**src/hw/rtl/bal_pkg.sv**
```systemverilog
// Package: shared types and constants of the Bezier arc-length resampler.
`timescale 1ns / 1ps
package bal_pkg;

   localparam int COORD_FRAC_BITS_DEF = 16;
   localparam int COORD_WIDTH_DEF     = 32;

   localparam int STEP_W  = 31;
   localparam int RES_W   = 16;
   localparam int SLOT_W  = 16;
   localparam int LEN_W   = 48;
   localparam int SQ_IN_W = 31;   // chord legs are scaled below 2^31 before squaring
   localparam int SQ_W    = 2 * SQ_IN_W + 1;
   localparam int ROOT_W  = 32;
   localparam int RT_W    = 64;
   localparam int CNT_W   = 6;
   localparam int OP_W    = 4;
   localparam int CSR_W   = 2;

   localparam logic [STEP_W-1:0] STEP_LENGTH_RST = STEP_W'(65536);
   localparam logic [RES_W-1:0]  RESOLUTION_RST  = RES_W'(50000);
   localparam logic [SLOT_W-1:0] POINT_COUNT_RST = SLOT_W'(1000);

   localparam logic [OP_W-1:0] OP_LAST = OP_W'(8);

   typedef enum logic [1:0] {
      KIND_START   = 2'd0,
      KIND_SEGMENT = 2'd1,
      KIND_TICK    = 2'd2,
      KIND_NONE    = 2'd3
   } kind_type;

   typedef enum logic [CSR_W-1:0] {
      CSR_STEP_LENGTH = 2'd0,
      CSR_RESOLUTION  = 2'd1,
      CSR_POINT_COUNT = 2'd2,
      CSR_UNUSED      = 2'd3
   } csr_index_type;

   typedef enum logic [2:0] {
      ST_IDLE,
      ST_DIV,
      ST_LERP,
      ST_PREP,
      ST_SQUARE,
      ST_ROOT,
      ST_UPDATE,
      ST_EMIT
   } state_type;

   // de Casteljau sequence on a four-tap shift line: lerp taps 0 and 1, or only rotate
   function automatic logic op_is_rotate(input logic [OP_W-1:0] op);
      return (op == OP_W'(3)) || (op == OP_W'(6)) || (op == OP_W'(7));
   endfunction

endpackage

```
**src/hw/rtl/bezier_arc_length_resampler.sv**
```systemverilog
// Top level: cubic Bezier path flattener emitting points at equal arc-length spacing.
// Sequence: a tick item runs restoring division for t, bit-serial de Casteljau lerps (x and y
//   lanes in parallel), a prep step, squaring, the square root and an update step, then emits
//   its beats, waiting while the output is held.
// Flow: one item at a time; start, segment and idle ticks complete in the idle state.
// Reset: synchronous, active high; configuration registers return to defaults and the path is cleared.
`timescale 1ns / 1ps
module bezier_arc_length_resampler
   import bal_pkg::*;
#(
   parameter int COORD_FRAC_BITS = COORD_FRAC_BITS_DEF,
   parameter int COORD_WIDTH     = COORD_WIDTH_DEF
) (
   input  logic clock,
   input  logic reset,
   input  logic                                     req_tvalid,
   output logic                                     req_tready,
   // p0_x, p0_y, p1_x, p1_y, p2_x, p2_y, p3_x, p3_y
   input  logic [((8*COORD_WIDTH+7)/8)*8-1:0]       req_tdata,
   // kind
   input  logic [1:0]                               req_tuser,
   output logic                                     rsp_tvalid,
   input  logic                                     rsp_tready,
   // out_x, out_y, slot_index, box_min_x, box_max_x, box_min_y, box_max_y
   output logic [((6*COORD_WIDTH+SLOT_W+7)/8)*8-1:0] rsp_tdata,
   // is_tail
   output logic                                     rsp_tuser,
   input  logic                                     csr_we,
   input  logic [CSR_W-1:0]                         csr_addr,
   input  logic [STEP_W-1:0]                        csr_wdata
);

   localparam int CW         = COORD_WIDTH;
   localparam int FB         = COORD_FRAC_BITS;
   localparam int RSP_DATA_W = ((6*CW+SLOT_W+7)/8)*8;
   localparam int ACC_W      = CW + 1 + FB;
   localparam int SHIFT_MAX  = (CW + 1 > SQ_IN_W) ? (CW + 1 - SQ_IN_W) : 0;
   localparam int SH_W       = (SHIFT_MAX > 0) ? $clog2(SHIFT_MAX + 1) : 1;
   localparam int CHORD_W    = ROOT_W + SHIFT_MAX;
   localparam int SUM_W      = ((CHORD_W > LEN_W) ? CHORD_W : LEN_W) + 1;
   localparam logic [LEN_W-1:0]    LEN_MAX = {LEN_W{1'b1}};
   localparam logic signed [CW-1:0] C_MAX  = {1'b0, {(CW-1){1'b1}}};
   localparam logic signed [CW-1:0] C_MIN  = {1'b1, {(CW-1){1'b0}}};

   // configuration
   logic [STEP_W-1:0] step_ff;
   logic [RES_W-1:0]  res_ff;
   logic [SLOT_W-1:0] pcount_ff;

   // path state
   logic signed [CW-1:0] cpx_ff [4];
   logic signed [CW-1:0] cpy_ff [4];
   logic signed [CW-1:0] prev_x_ff, prev_y_ff;
   logic [LEN_W-1:0]     walked_ff, thr_ff;
   logic [RES_W-1:0]     k_ff;
   logic [SLOT_W-1:0]    slot_ff;
   logic signed [CW-1:0] bminx_ff, bmaxx_ff, bminy_ff, bmaxy_ff;

   // working registers
   state_type            state_ff, state_in;
   logic [CNT_W-1:0]     cnt_ff;
   logic [OP_W-1:0]      op_ff;
   logic [RES_W:0]       rem_ff;
   logic [FB-1:0]        t_ff;
   logic signed [CW-1:0] wx_ff [4];
   logic signed [CW-1:0] wy_ff [4];
   logic [ACC_W-1:0]     accx_ff, accy_ff;
   logic [SH_W-1:0]      sh_ff;
   logic [SQ_IN_W-1:0]   sa_ff, sb_ff, qa_ff, qb_ff;
   logic [SQ_W-1:0]      sq_ff;
   logic [RT_W-1:0]      rrem_ff, rres_ff, rbit_ff;
   logic                 pend_pt_ff, pend_tail_ff;
   logic                 rsp_valid_ff;
   logic [RSP_DATA_W-1:0] rsp_data_ff;
   logic                 rsp_tail_ff;

   logic accept, out_free, tick_ok, load_out;
   kind_type kind;

   assign kind     = kind_type'(req_tuser);
   assign accept   = req_tvalid && req_tready;
   assign out_free = !rsp_valid_ff || rsp_tready;
   assign tick_ok  = (res_ff != '0) && (k_ff < res_ff);

   // ---------------- next state
   always_comb begin
      state_in = state_ff;
      unique case (state_ff)
         ST_IDLE:   if (accept && kind == KIND_TICK && tick_ok) state_in = ST_DIV;
         ST_DIV:    if (cnt_ff == CNT_W'(FB - 1)) state_in = ST_LERP;
         ST_LERP:   if (op_ff == OP_LAST && cnt_ff == CNT_W'(FB)) state_in = ST_PREP;
         ST_PREP:   state_in = ST_SQUARE;
         ST_SQUARE: if (cnt_ff == CNT_W'(SQ_IN_W - 1)) state_in = ST_ROOT;
         ST_ROOT:   if (cnt_ff == CNT_W'(ROOT_W - 1)) state_in = ST_UPDATE;
         ST_UPDATE: state_in = ST_EMIT;
         ST_EMIT: begin
            if (!pend_pt_ff && !pend_tail_ff) state_in = ST_IDLE;
            else if (out_free && (pend_pt_ff ^ pend_tail_ff)) state_in = ST_IDLE;
         end
         default:   state_in = ST_IDLE;
      endcase
   end

   // ---------------- control outputs
   always_comb begin
      req_tready = (state_ff == ST_IDLE);
      load_out   = (state_ff == ST_EMIT) && out_free && (pend_pt_ff || pend_tail_ff);
   end

   always_ff @(posedge clock) begin
      if (reset) state_ff <= ST_IDLE;
      else       state_ff <= state_in;
   end

   // ---------------- lerp lanes
   logic signed [CW:0]   dlx, dly;
   logic [CW:0]          magx, magy;
   logic [ACC_W-1:0]     accx_in, accy_in;
   logic [CW:0]          rx, ry;
   logic signed [CW:0]   lx, ly;

   always_comb begin
      dlx  = {wx_ff[1][CW-1], wx_ff[1]} - {wx_ff[0][CW-1], wx_ff[0]};
      dly  = {wy_ff[1][CW-1], wy_ff[1]} - {wy_ff[0][CW-1], wy_ff[0]};
      magx = dlx[CW] ? (CW+1)'(-dlx) : dlx;
      magy = dly[CW] ? (CW+1)'(-dly) : dly;
      accx_in = {accx_ff[ACC_W-2:0], 1'b0} + (t_ff[FB-1] ? ACC_W'(magx) : '0);
      accy_in = {accy_ff[ACC_W-2:0], 1'b0} + (t_ff[FB-1] ? ACC_W'(magy) : '0);
      rx = accx_ff[ACC_W-1:FB];
      ry = accy_ff[ACC_W-1:FB];
      lx = {wx_ff[0][CW-1], wx_ff[0]} + (dlx[CW] ? (CW+1)'(-rx) : rx);
      ly = {wy_ff[0][CW-1], wy_ff[0]} + (dly[CW] ? (CW+1)'(-ry) : ry);
   end

   // ---------------- chord legs
   logic signed [CW:0] cdx, cdy;
   logic [CW:0]        lega, legb, legm;
   logic [SH_W-1:0]    sh;

   always_comb begin
      cdx  = {wx_ff[3][CW-1], wx_ff[3]} - {prev_x_ff[CW-1], prev_x_ff};
      cdy  = {wy_ff[3][CW-1], wy_ff[3]} - {prev_y_ff[CW-1], prev_y_ff};
      lega = cdx[CW] ? (CW+1)'(-cdx) : cdx;
      legb = cdy[CW] ? (CW+1)'(-cdy) : cdy;
      legm = (lega > legb) ? lega : legb;
      sh   = '0;
      for (int i = SQ_IN_W; i <= CW; i++) begin
         if (legm[i]) sh = SH_W'(i - (SQ_IN_W - 1));
      end
   end

   // ---------------- root step and length update
   logic [RT_W-1:0]    rtry;
   logic [CHORD_W-1:0] chord;
   logic [SUM_W-1:0]   wsum, tsum;
   logic [LEN_W-1:0]   walked_new;
   logic [RES_W:0]     rem2;

   always_comb begin
      rtry  = rres_ff + rbit_ff;
      chord = CHORD_W'(rres_ff[ROOT_W-1:0]) << sh_ff;
      wsum  = SUM_W'(walked_ff) + SUM_W'(chord);
      tsum  = SUM_W'(thr_ff) + SUM_W'(step_ff);
      walked_new = (wsum > SUM_W'(LEN_MAX)) ? LEN_MAX : wsum[LEN_W-1:0];
      rem2  = {rem_ff[RES_W-1:0], 1'b0};
   end

   // ---------------- datapath
   always_ff @(posedge clock) begin
      if (reset) begin
         step_ff   <= STEP_LENGTH_RST;
         res_ff    <= RESOLUTION_RST;
         pcount_ff <= POINT_COUNT_RST;
      end else if (csr_we) begin
         unique case (csr_index_type'(csr_addr))
            CSR_STEP_LENGTH: step_ff   <= csr_wdata;
            CSR_RESOLUTION:  res_ff    <= csr_wdata[RES_W-1:0];
            CSR_POINT_COUNT: pcount_ff <= csr_wdata[SLOT_W-1:0];
            default: ;
         endcase
      end
   end

   always_ff @(posedge clock) begin
      if (reset || (accept && kind == KIND_START)) begin
         for (int i = 0; i < 4; i++) begin
            cpx_ff[i] <= '0;
            cpy_ff[i] <= '0;
         end
         prev_x_ff <= '0;
         prev_y_ff <= '0;
         walked_ff <= '0;
         thr_ff    <= reset ? LEN_W'(STEP_LENGTH_RST) : LEN_W'(step_ff);
         k_ff      <= '0;
         slot_ff   <= '0;
         bminx_ff  <= C_MAX;
         bmaxx_ff  <= C_MIN;
         bminy_ff  <= C_MAX;
         bmaxy_ff  <= C_MIN;
         pend_pt_ff   <= 1'b0;
         pend_tail_ff <= 1'b0;
         cnt_ff    <= '0;
         op_ff     <= '0;
      end else begin
         unique case (state_ff)
            ST_IDLE: begin
               cnt_ff <= '0;
               op_ff  <= '0;
               if (accept && kind == KIND_SEGMENT) begin
                  for (int i = 0; i < 4; i++) begin
                     cpx_ff[i] <= req_tdata[CW*(2*i)   +: CW];
                     cpy_ff[i] <= req_tdata[CW*(2*i+1) +: CW];
                  end
                  prev_x_ff <= req_tdata[0 +: CW];
                  prev_y_ff <= req_tdata[CW +: CW];
                  k_ff      <= '0;
               end else if (accept && kind == KIND_TICK && tick_ok) begin
                  rem_ff <= {1'b0, k_ff};
                  for (int i = 0; i < 4; i++) begin
                     wx_ff[i] <= cpx_ff[i];
                     wy_ff[i] <= cpy_ff[i];
                  end
                  accx_ff <= '0;
                  accy_ff <= '0;
               end
            end
            ST_DIV: begin
               // restoring division, one quotient bit of t per cycle
               if (rem2 >= {1'b0, res_ff}) begin
                  rem_ff <= rem2 - {1'b0, res_ff};
                  t_ff   <= {t_ff[FB-2:0], 1'b1};
               end else begin
                  rem_ff <= rem2;
                  t_ff   <= {t_ff[FB-2:0], 1'b0};
               end
               cnt_ff <= (cnt_ff == CNT_W'(FB - 1)) ? '0 : cnt_ff + 1'b1;
            end
            ST_LERP: begin
               if (op_is_rotate(op_ff) || cnt_ff == CNT_W'(FB)) begin
                  // advance the shift line; a lerp pushes its result in at the tail
                  wx_ff[0] <= wx_ff[1];
                  wx_ff[1] <= wx_ff[2];
                  wx_ff[2] <= wx_ff[3];
                  wy_ff[0] <= wy_ff[1];
                  wy_ff[1] <= wy_ff[2];
                  wy_ff[2] <= wy_ff[3];
                  wx_ff[3] <= op_is_rotate(op_ff) ? wx_ff[0] : lx[CW-1:0];
                  wy_ff[3] <= op_is_rotate(op_ff) ? wy_ff[0] : ly[CW-1:0];
                  accx_ff  <= '0;
                  accy_ff  <= '0;
                  cnt_ff   <= '0;
                  op_ff    <= op_ff + 1'b1;
               end else begin
                  accx_ff <= accx_in;
                  accy_ff <= accy_in;
                  t_ff    <= {t_ff[FB-2:0], t_ff[FB-1]};
                  cnt_ff  <= cnt_ff + 1'b1;
               end
            end
            ST_PREP: begin
               sh_ff <= sh;
               sa_ff <= SQ_IN_W'(lega >> sh);
               sb_ff <= SQ_IN_W'(legb >> sh);
               qa_ff <= SQ_IN_W'(lega >> sh);
               qb_ff <= SQ_IN_W'(legb >> sh);
               sq_ff <= '0;
               cnt_ff <= '0;
            end
            ST_SQUARE: begin
               sq_ff <= {sq_ff[SQ_W-2:0], 1'b0}
                        + (qa_ff[SQ_IN_W-1] ? SQ_W'(sa_ff) : '0)
                        + (qb_ff[SQ_IN_W-1] ? SQ_W'(sb_ff) : '0);
               qa_ff <= {qa_ff[SQ_IN_W-2:0], 1'b0};
               qb_ff <= {qb_ff[SQ_IN_W-2:0], 1'b0};
               cnt_ff <= (cnt_ff == CNT_W'(SQ_IN_W - 1)) ? '0 : cnt_ff + 1'b1;
               if (cnt_ff == CNT_W'(SQ_IN_W - 1)) begin
                  rrem_ff <= RT_W'({sq_ff[SQ_W-2:0], 1'b0}
                             + (qa_ff[SQ_IN_W-1] ? SQ_W'(sa_ff) : '0)
                             + (qb_ff[SQ_IN_W-1] ? SQ_W'(sb_ff) : '0));
                  rres_ff <= '0;
                  rbit_ff <= RT_W'(1) << (RT_W - 2);
               end
            end
            ST_ROOT: begin
               if (rrem_ff >= rtry) begin
                  rrem_ff <= rrem_ff - rtry;
                  rres_ff <= (rres_ff >> 1) + rbit_ff;
               end else begin
                  rres_ff <= rres_ff >> 1;
               end
               rbit_ff <= rbit_ff >> 2;
               cnt_ff  <= (cnt_ff == CNT_W'(ROOT_W - 1)) ? '0 : cnt_ff + 1'b1;
            end
            ST_UPDATE: begin
               walked_ff <= walked_new;
               pend_pt_ff <= (walked_new > thr_ff) && (slot_ff < pcount_ff);
               if (walked_new > thr_ff) begin
                  thr_ff <= (tsum > SUM_W'(LEN_MAX)) ? LEN_MAX : tsum[LEN_W-1:0];
                  if (wx_ff[3] < bminx_ff) bminx_ff <= wx_ff[3];
                  if (wx_ff[3] > bmaxx_ff) bmaxx_ff <= wx_ff[3];
                  if (wy_ff[3] < bminy_ff) bminy_ff <= wy_ff[3];
                  if (wy_ff[3] > bmaxy_ff) bmaxy_ff <= wy_ff[3];
               end
               pend_tail_ff <= (k_ff == res_ff - 1'b1) && (pcount_ff != '0);
               prev_x_ff <= wx_ff[3];
               prev_y_ff <= wy_ff[3];
               k_ff      <= k_ff + 1'b1;
            end
            ST_EMIT: begin
               // regular point first, then the tail beat
               if (load_out) begin
                  if (pend_pt_ff) begin
                     pend_pt_ff <= 1'b0;
                     slot_ff    <= slot_ff + 1'b1;
                  end else begin
                     pend_tail_ff <= 1'b0;
                  end
               end
            end
            default: ;
         endcase
      end
   end

   // ---------------- result register
   always_ff @(posedge clock) begin
      if (reset)         rsp_valid_ff <= 1'b0;
      else if (load_out) rsp_valid_ff <= 1'b1;
      else if (rsp_tready) rsp_valid_ff <= 1'b0;
   end

   always_ff @(posedge clock) begin
      if (load_out) begin
         rsp_data_ff <= RSP_DATA_W'({bmaxy_ff, bminy_ff, bmaxx_ff, bminx_ff,
                                     (pend_pt_ff ? slot_ff : pcount_ff - 1'b1),
                                     wy_ff[3], wx_ff[3]});
         rsp_tail_ff <= !pend_pt_ff;
      end
   end

   assign rsp_tvalid = rsp_valid_ff;
   assign rsp_tdata  = rsp_data_ff;
   assign rsp_tuser  = rsp_tail_ff;

   // ---------------- assertions
   a_no_early_beat: assert property (@(posedge clock) disable iff (reset)
      accept |=> !$rose(rsp_tvalid))
      else $error("result beat raised right after an accepted item");

   a_box_ordered: assert property (@(posedge clock) disable iff (reset)
      (rsp_tvalid && !rsp_tuser) |->
         ($signed(rsp_tdata[3*CW+SLOT_W-1 -: CW]) <= $signed(rsp_tdata[4*CW+SLOT_W-1 -: CW])))
      else $error("bounding box x inverted on a regular point");

   a_tail_slot: assert property (@(posedge clock) disable iff (reset)
      (rsp_tvalid && rsp_tuser) |-> (rsp_tdata[2*CW +: SLOT_W] == pcount_ff - 1'b1))
      else $error("tail beat not in the last slot");

endmodule
```
**config.mk**
```make
export PLATFORM = sky130hd
export DESIGN_NAME = bezier_arc_length_resampler
export DESIGN_NICKNAME = d
export VERILOG_FILES = /design/src/hw/rtl/bal_pkg.sv /design/src/hw/rtl/bezier_arc_length_resampler.sv
export SDC_FILE = /design/constraint.sdc
export NUM_CORES = 2
export LEC_CHECK = 0
export ABC_AREA = 1
export BUFFER_PORTS_ARGS = -buffer_cell sky130_fd_sc_hd__buf_2
export CELL_PAD_IN_SITES_DETAIL_PLACEMENT = 1
export CELL_PAD_IN_SITES_GLOBAL_PLACEMENT = 1
export CORE_MARGIN = 2
export CORE_UTILIZATION = 43
export DETAILED_ROUTE_END_ITERATION = 8
export PLACE_DENSITY_LB_ADDON = 0.08
export RECOVER_POWER = 50
export SKIP_CTS_REPAIR_TIMING = 1
export SYNTH_ARGS = -nofsm -noshare
export SYNTH_HDL_FRONTEND = slang
export SYNTH_SLANG_ARGS = --single-unit
```
**constraint.sdc**
```tcl
create_clock -name clock -period 26.8 [get_ports clock]
set_input_delay 5.36 -clock clock [delete_from_list [all_inputs] [get_ports clock]]
set_output_delay 5.36 -clock clock [all_outputs]
set_load 0.02 [all_outputs]
```
# Word-level counts from Yosys, hierarchy flattened
# Memories as Yosys holds them, arrays and structs flattened.
# Cells that the tools add are included.
classes:
  addsub: 30
  n_lt_le_gt_ge: 12
  eq_ne: 33
  shifts: 3
  mux: 107
  bitwise_logic: 18
  n_reduce_logical: 60
op_table:
  columns: ["cell", "n"]
  rows:
  - ["two-way mux 32 bit", 22]
  - ["two-way mux 48 bit", 9]
  - ["one-hot mux 64 bit (2 select lines)", 3]
  - ["two-way mux 64 bit", 5]
  - ["two-way mux 33 bit", 7]
  - ["one-hot mux 48 bit (2 select lines)", 2]
  - ["two-way mux 31 bit", 5]
  - ["negator 33 bit", 4]
  - ["subtractor 32 x 32 -> 33 bit", 4]
  - ["one-hot mux 32 bit (2 select lines)", 2]
  - ["adder 62 x 31 -> 62 bit", 2]
  - ["one-hot mux 31 bit (2 select lines)", 2]
  - ["one-hot mux 62 bit (2 select lines)", 1]
  - ["> comparator 49 x 48 -> 1 bit, second input constant", 2]
  - ["adder 48 x 33 -> 48 bit", 2]
  - ["two-way mux 16 bit", 6]
  - ["one-hot mux 16 bit (2 select lines)", 3]
  - ["right shift 33 x 2 -> 31 bit", 2]
  - ["adder 32 bit", 2]
  - ["adder 63 x 31 -> 64 bit", 1]
  - ["adder 63 x 64 -> 64 bit", 1]
  - ["adder 64 x 31 -> 64 bit", 1]
  - ["adder 64 bit", 1]
  - ["greater-or-equal comparator 64 bit", 1]
  - ["other kinds (55)", 173]
word_totals:
  register_bits: 1116
  mem_bits_rw: 512
  in_bits: 296
  n_memories: 4
memory_table:
  columns: ["name", "words", "width", "rd", "rd_clocked_by_memory_dff", "wr", "line", "text"]
  rows:
  - ["cpx_ff", 4, 32, 4, 0, 4, "bezier_arc_length_resampler.sv:51", "logic signed [CW-1:0] cpx_ff [4];"]
  - ["cpy_ff", 4, 32, 4, 0, 4, "bezier_arc_length_resampler.sv:52", "logic signed [CW-1:0] cpy_ff [4];"]
  - ["wx_ff", 4, 32, 4, 0, 4, "bezier_arc_length_resampler.sv:65", "logic signed [CW-1:0] wx_ff [4];"]
  - ["wy_ff", 4, 32, 4, 0, 4, "bezier_arc_length_resampler.sv:66", "logic signed [CW-1:0] wy_ff [4];"]

# Depth between registers and ports, before layout
logic_depth:
  ltp_word: 10
  ltp_mapped: 42

# Least setup slack after synthesis
# OpenSTA, ideal clock, no wires.
synth_timing:
  path_type: "input port to flip-flop"
  from: "input req_tvalid"
  to: "memory wx_ff[0][0] (netlist name), enable pin"
  t_arrival_ps: 24077
  t_required_ps: 25573
  path_slack_ps: 1496
  path_stages: 9
  n_path_buf: 2
  cell_sequence: "nand2_1 nor2_1 inv_1 nor2_1 nor2_1 inv_2 clkbuf_1 clkbuf_1 o21ai_0"
synth_lines:
  columns: ["item", "line", "text"]
  rows:
  - ["start: declaration", "bezier_arc_length_resampler.sv:16", "input logic req_tvalid,"]
  - ["end: declaration", "bezier_arc_length_resampler.sv:65", null]

==> impl_results.md <==
- Placeable core region: 254,000 µm²
- Estimated wirelength of the detail-placed design: 358,000 µm
- Cts bufs inserted: 186
- Initial DRC count: 7,875
- Top cell by count, worst path: sky130_fd_sc_hd__clkbuf_1
- Crit path max fanout: 156
- Initial standard-cell utilization of the core: 0.432
- Type of the worst setup path: in -> reg
- Worst Skew: 89.5 ps
- Initial DRT Pass Iterations: 6
- Fraction of post-synthesis cell area in the top cell type by area: 0.341
- Wire length after detailed routing: 453,000 µm
- Startpoint kind of the worst setup timing path: primary input
- Cell at the root of the clock tree: sky130_fd_sc_hd__clkbuf_16
- Total of warnings raised by yosys: 0
- Initial antenna violation count: 47
- Number of max-cap violations: 26
- Clock transition time at the flip-flop clock pins of the worst setup and hold paths: 60 ps
- WP data required: 26,970 ps
- Clk_lat worst skew: 890 ps
- Net count of the finished layout: 15,800
- Average wire per standard cell: 24.8 µm
- Layout cells sized above 1: 0.0498
- Slack of the critical path: 11,390 ps
- Seq/Total Area, Yosys: 0.406
- Fraction of the mapped netlist area in adder cells: 0.0942
- Largest net degree at the start of global routing: 219
- Total global routing overflow: 0
- Post-synthesis area per instance: 7.65 µm²
- Pins Over Slew Limit: 1,741
- Cells after synthesis: 14,300
- Setup slack, reg-to-reg: 15,030 ps
- Count of boundary I/O pins: 507
- Fill cell total of the finished layout: 31,600
- Multi-input gate area in the final layout: 55,100 µm²
- Flop and latch count out of synthesis: 1,596
- Arr. time, crit path: 15,570 ps
- Period utilisation layout: 0.575
- Deepest clock path buffer count: 3
- Final-report setup violation count: 0
- Hold violation count in the final report: 0
- Multiplexer share of the synthesized area: 0.00229
- Total global-route track usage: 0.342
- Setup Total Neg Slack: 0 ps
- Post-synthesis compound-gate area fraction: 0.142
- Commonest register cell after synthesis: sky130_fd_sc_hd__edfxtp_1
- Die extent in y: 509 µm
- H-tree level count: 4
- Cell types occupying the most area after synthesis: sky130_fd_sc_hd__edfxtp_1 (34%), sky130_fd_sc_hd__nand2_1 (11%), sky130_fd_sc_hd__ha_1 (8.6%)
- Final ANT Viol Nets: 0
- Post-synthesis simple-gate area fraction: 0.222
- Count of unique library cells instantiated by Yosys: 75
- Via count: 103,000
- Routability congestion estimate from global placement: 0.978
- First-pass GRT wire length: 669,000 µm
- Top achievable clock speed: 0.0649 GHz
- DIE WIDTH: 509 µm
- Crit. End Element: register
- Area of the die: 259,000 µm²
- Via count of the first global-routing pass: 105,000
- Area added between synthesis and finish: 11.3%
- Post-synth EDFFs: 1,245
- Total clock sinks: 1,596
- Sequential cell area: 44,400 µm²
- Largest area contributor in the synthesized netlist: sky130_fd_sc_hd__edfxtp_1
- Worst-Margin Slew: 8850 ps
- Syn Std Cell Area: 110,000 µm²
- IO buf count: 506
- Maximum ir drop on the vdd rail: 0.121 mV
- CTS tree: done
- Share of synthesized flip-flops with an asynchronous set or reset: 0
- Rows: 185
- Classification of the worst-slack hold path: reg -> reg
- Leading cell types in the layout, fill and taps excluded: sky130_fd_sc_hd__nand2_1 (3,140), sky130_fd_sc_hd__inv_1 (2,262), sky130_fd_sc_hd__nor2_1 (1,507), sky130_fd_sc_hd__edfxtp_1 (1,245), sky130_fd_sc_hd__a21oi_1 (1,214)
- Violated checks: max-capacitance violations, max-slew violations
- Leakage: 0.0547 µW
- Critical Path, Cell by Cell: clkbuf_1, nor2_1, clkinvlp_2, clkbuf_1
- Library cell contributing the largest single delay on the critical path: sky130_fd_sc_hd__clkbuf_1
- DRC Markers: 0
- Outcome: finished with violations
- Main combinational cell family by area after synthesis: simple AND/OR/NAND/NOR gates
- Pwr Density: 89.8 nW/µm²
- Max_slew headroom: -4.90
- Unrepaired setup endpoints after global routing: no
- Tmin final: 15,410 ps
- Post-Synth XOR/XNOR Area: 0.0418
- Slowest cell delay on critical path: 6210 ps
- Worst setup timing slack at the placement stage: 16,180 ps
- Syn nets: 15,400
- Commonest non-fill, non-tap cell in the layout: sky130_fd_sc_hd__nand2_1
- Drt via density: 5.61
==> layout make-up <==
class / count / area share
Antenna cell: 34 / 0.000698
Sequential cell: 1596 / 0.365
Clock buffer: 234 / 0.0409
Multi-Input combinational cell: 10000 / 0.452
Inverter: 2290 / 0.0706
Clock inverter: 115 / 0.0125
Tap cell: 3366 / 0.0346
Timing Repair Buffer: 629 / 0.0241
==> cell usage after synthesis, types with 26 or more instances <==
library cell	instances
sky130_fd_sc_hd__a211oi_1	32
sky130_fd_sc_hd__a21o_1	42
sky130_fd_sc_hd__ha_1	756
sky130_fd_sc_hd__xor2_1	355
sky130_fd_sc_hd__nand4_1	181
sky130_fd_sc_hd__and2_1	74
sky130_fd_sc_hd__o21ai_0	1022
sky130_fd_sc_hd__o211ai_1	54
sky130_fd_sc_hd__a21oi_1	1214
sky130_fd_sc_hd__fa_1	43
sky130_fd_sc_hd__o21bai_1	42
sky130_fd_sc_hd__nor3_1	212
sky130_fd_sc_hd__buf_2	27
sky130_fd_sc_hd__xnor2_1	164
sky130_fd_sc_hd__nand3b_1	26
sky130_fd_sc_hd__nor2_1	1513
sky130_fd_sc_hd__dfxtp_1	351
sky130_fd_sc_hd__inv_1	2265
sky130_fd_sc_hd__o221ai_1	75
sky130_fd_sc_hd__o21a_1	61
sky130_fd_sc_hd__a31oi_1	124
sky130_fd_sc_hd__nor4_1	63
sky130_fd_sc_hd__edfxtp_1	1245
sky130_fd_sc_hd__nand2_1	3143
sky130_fd_sc_hd__nand3_1	572
sky130_fd_sc_hd__clkbuf_1	313
sky130_fd_sc_hd__o22ai_1	26
==> worst paths after layout <==
| path | start | end | depth (start not counted) |
|---|---|---|---|
| worst max-delay path | reset | cpx_ff[0][3]$_SDFFCE_PN0P_ | 4 |
| worst max register to register | state_ff[0]$_SDFFE_PP0P_ | wx_ff[2][2]$_DFFE_PP_ | 18 |
| worst min register to register | bmaxy_ff[10]$_SDFFE_PN0P_ | rsp_tdata[186]$_DFFE_PP_ | 0 |
| worst min-delay path | bmaxy_ff[10]$_SDFFE_PN0P_ | rsp_tdata[186]$_DFFE_PP_ | 0 |
==> cells by family (layout without fill, tap and decap cells) <==
kind of cell,Yosys count,after routing
XOR/XNOR,520,520
multiplexers,25,25
AND/OR/NAND/NOR,5879,5879
buffers and inverters,2668,3268
flip-flops,1596,1596
other,0,34
AO/OA/AOI/OAI,2820,2820
adder cells (fa/ha/maj),799,799
==> report_power, final <==
part,internal (µW),switching (µW)
combinational,1410,3370
sequential,3220,182
clock,1570,1190
total,6200,4740
==> flip-flops by register name, indices dropped and copies added, names as in the netlist, 62 cells and up <==
register,cells
rsp_tdata,208
cpx_ff,128
cpy_ff,128
wx_ff,128
wy_ff,128
rrem_ff,64
rres_ff,64
sq_ff,62
==> stage by stage <==
| stage | area, µm² | power, µW | utilization | cells | hold slack [ps] |
|---|---|---|---|---|---|
| floorplan | 110000 | 6590 | - | 14300 | 400 |
| global placement | 116000 | 7940 | 0.457 | 17900 | 405 |
| detailed placement | 116000 | 8100 | 0.457 | 17900 | 409 |
| CTS | 122000 | 10900 | 0.483 | 18300 | 408 |
| global route | 122000 | 11600 | 0.480 | 18300 | 423 |
| finish | 122000 | 10900 | 0.480 | 18300 | 400 |
==> layer usage <==
layer,track usage,routed length (µm)
met5,0,76
met4,0.159,24800
met3,0.0447,25000
met2,0.567,210000
met1,0.442,194000
==> critical path: cells and delay by family <==
kind	cells	cell delay, ps
buffers and inverters	3	9540
AND/OR/NAND/NOR	1	230
Power figures use the tool's default switching activity.
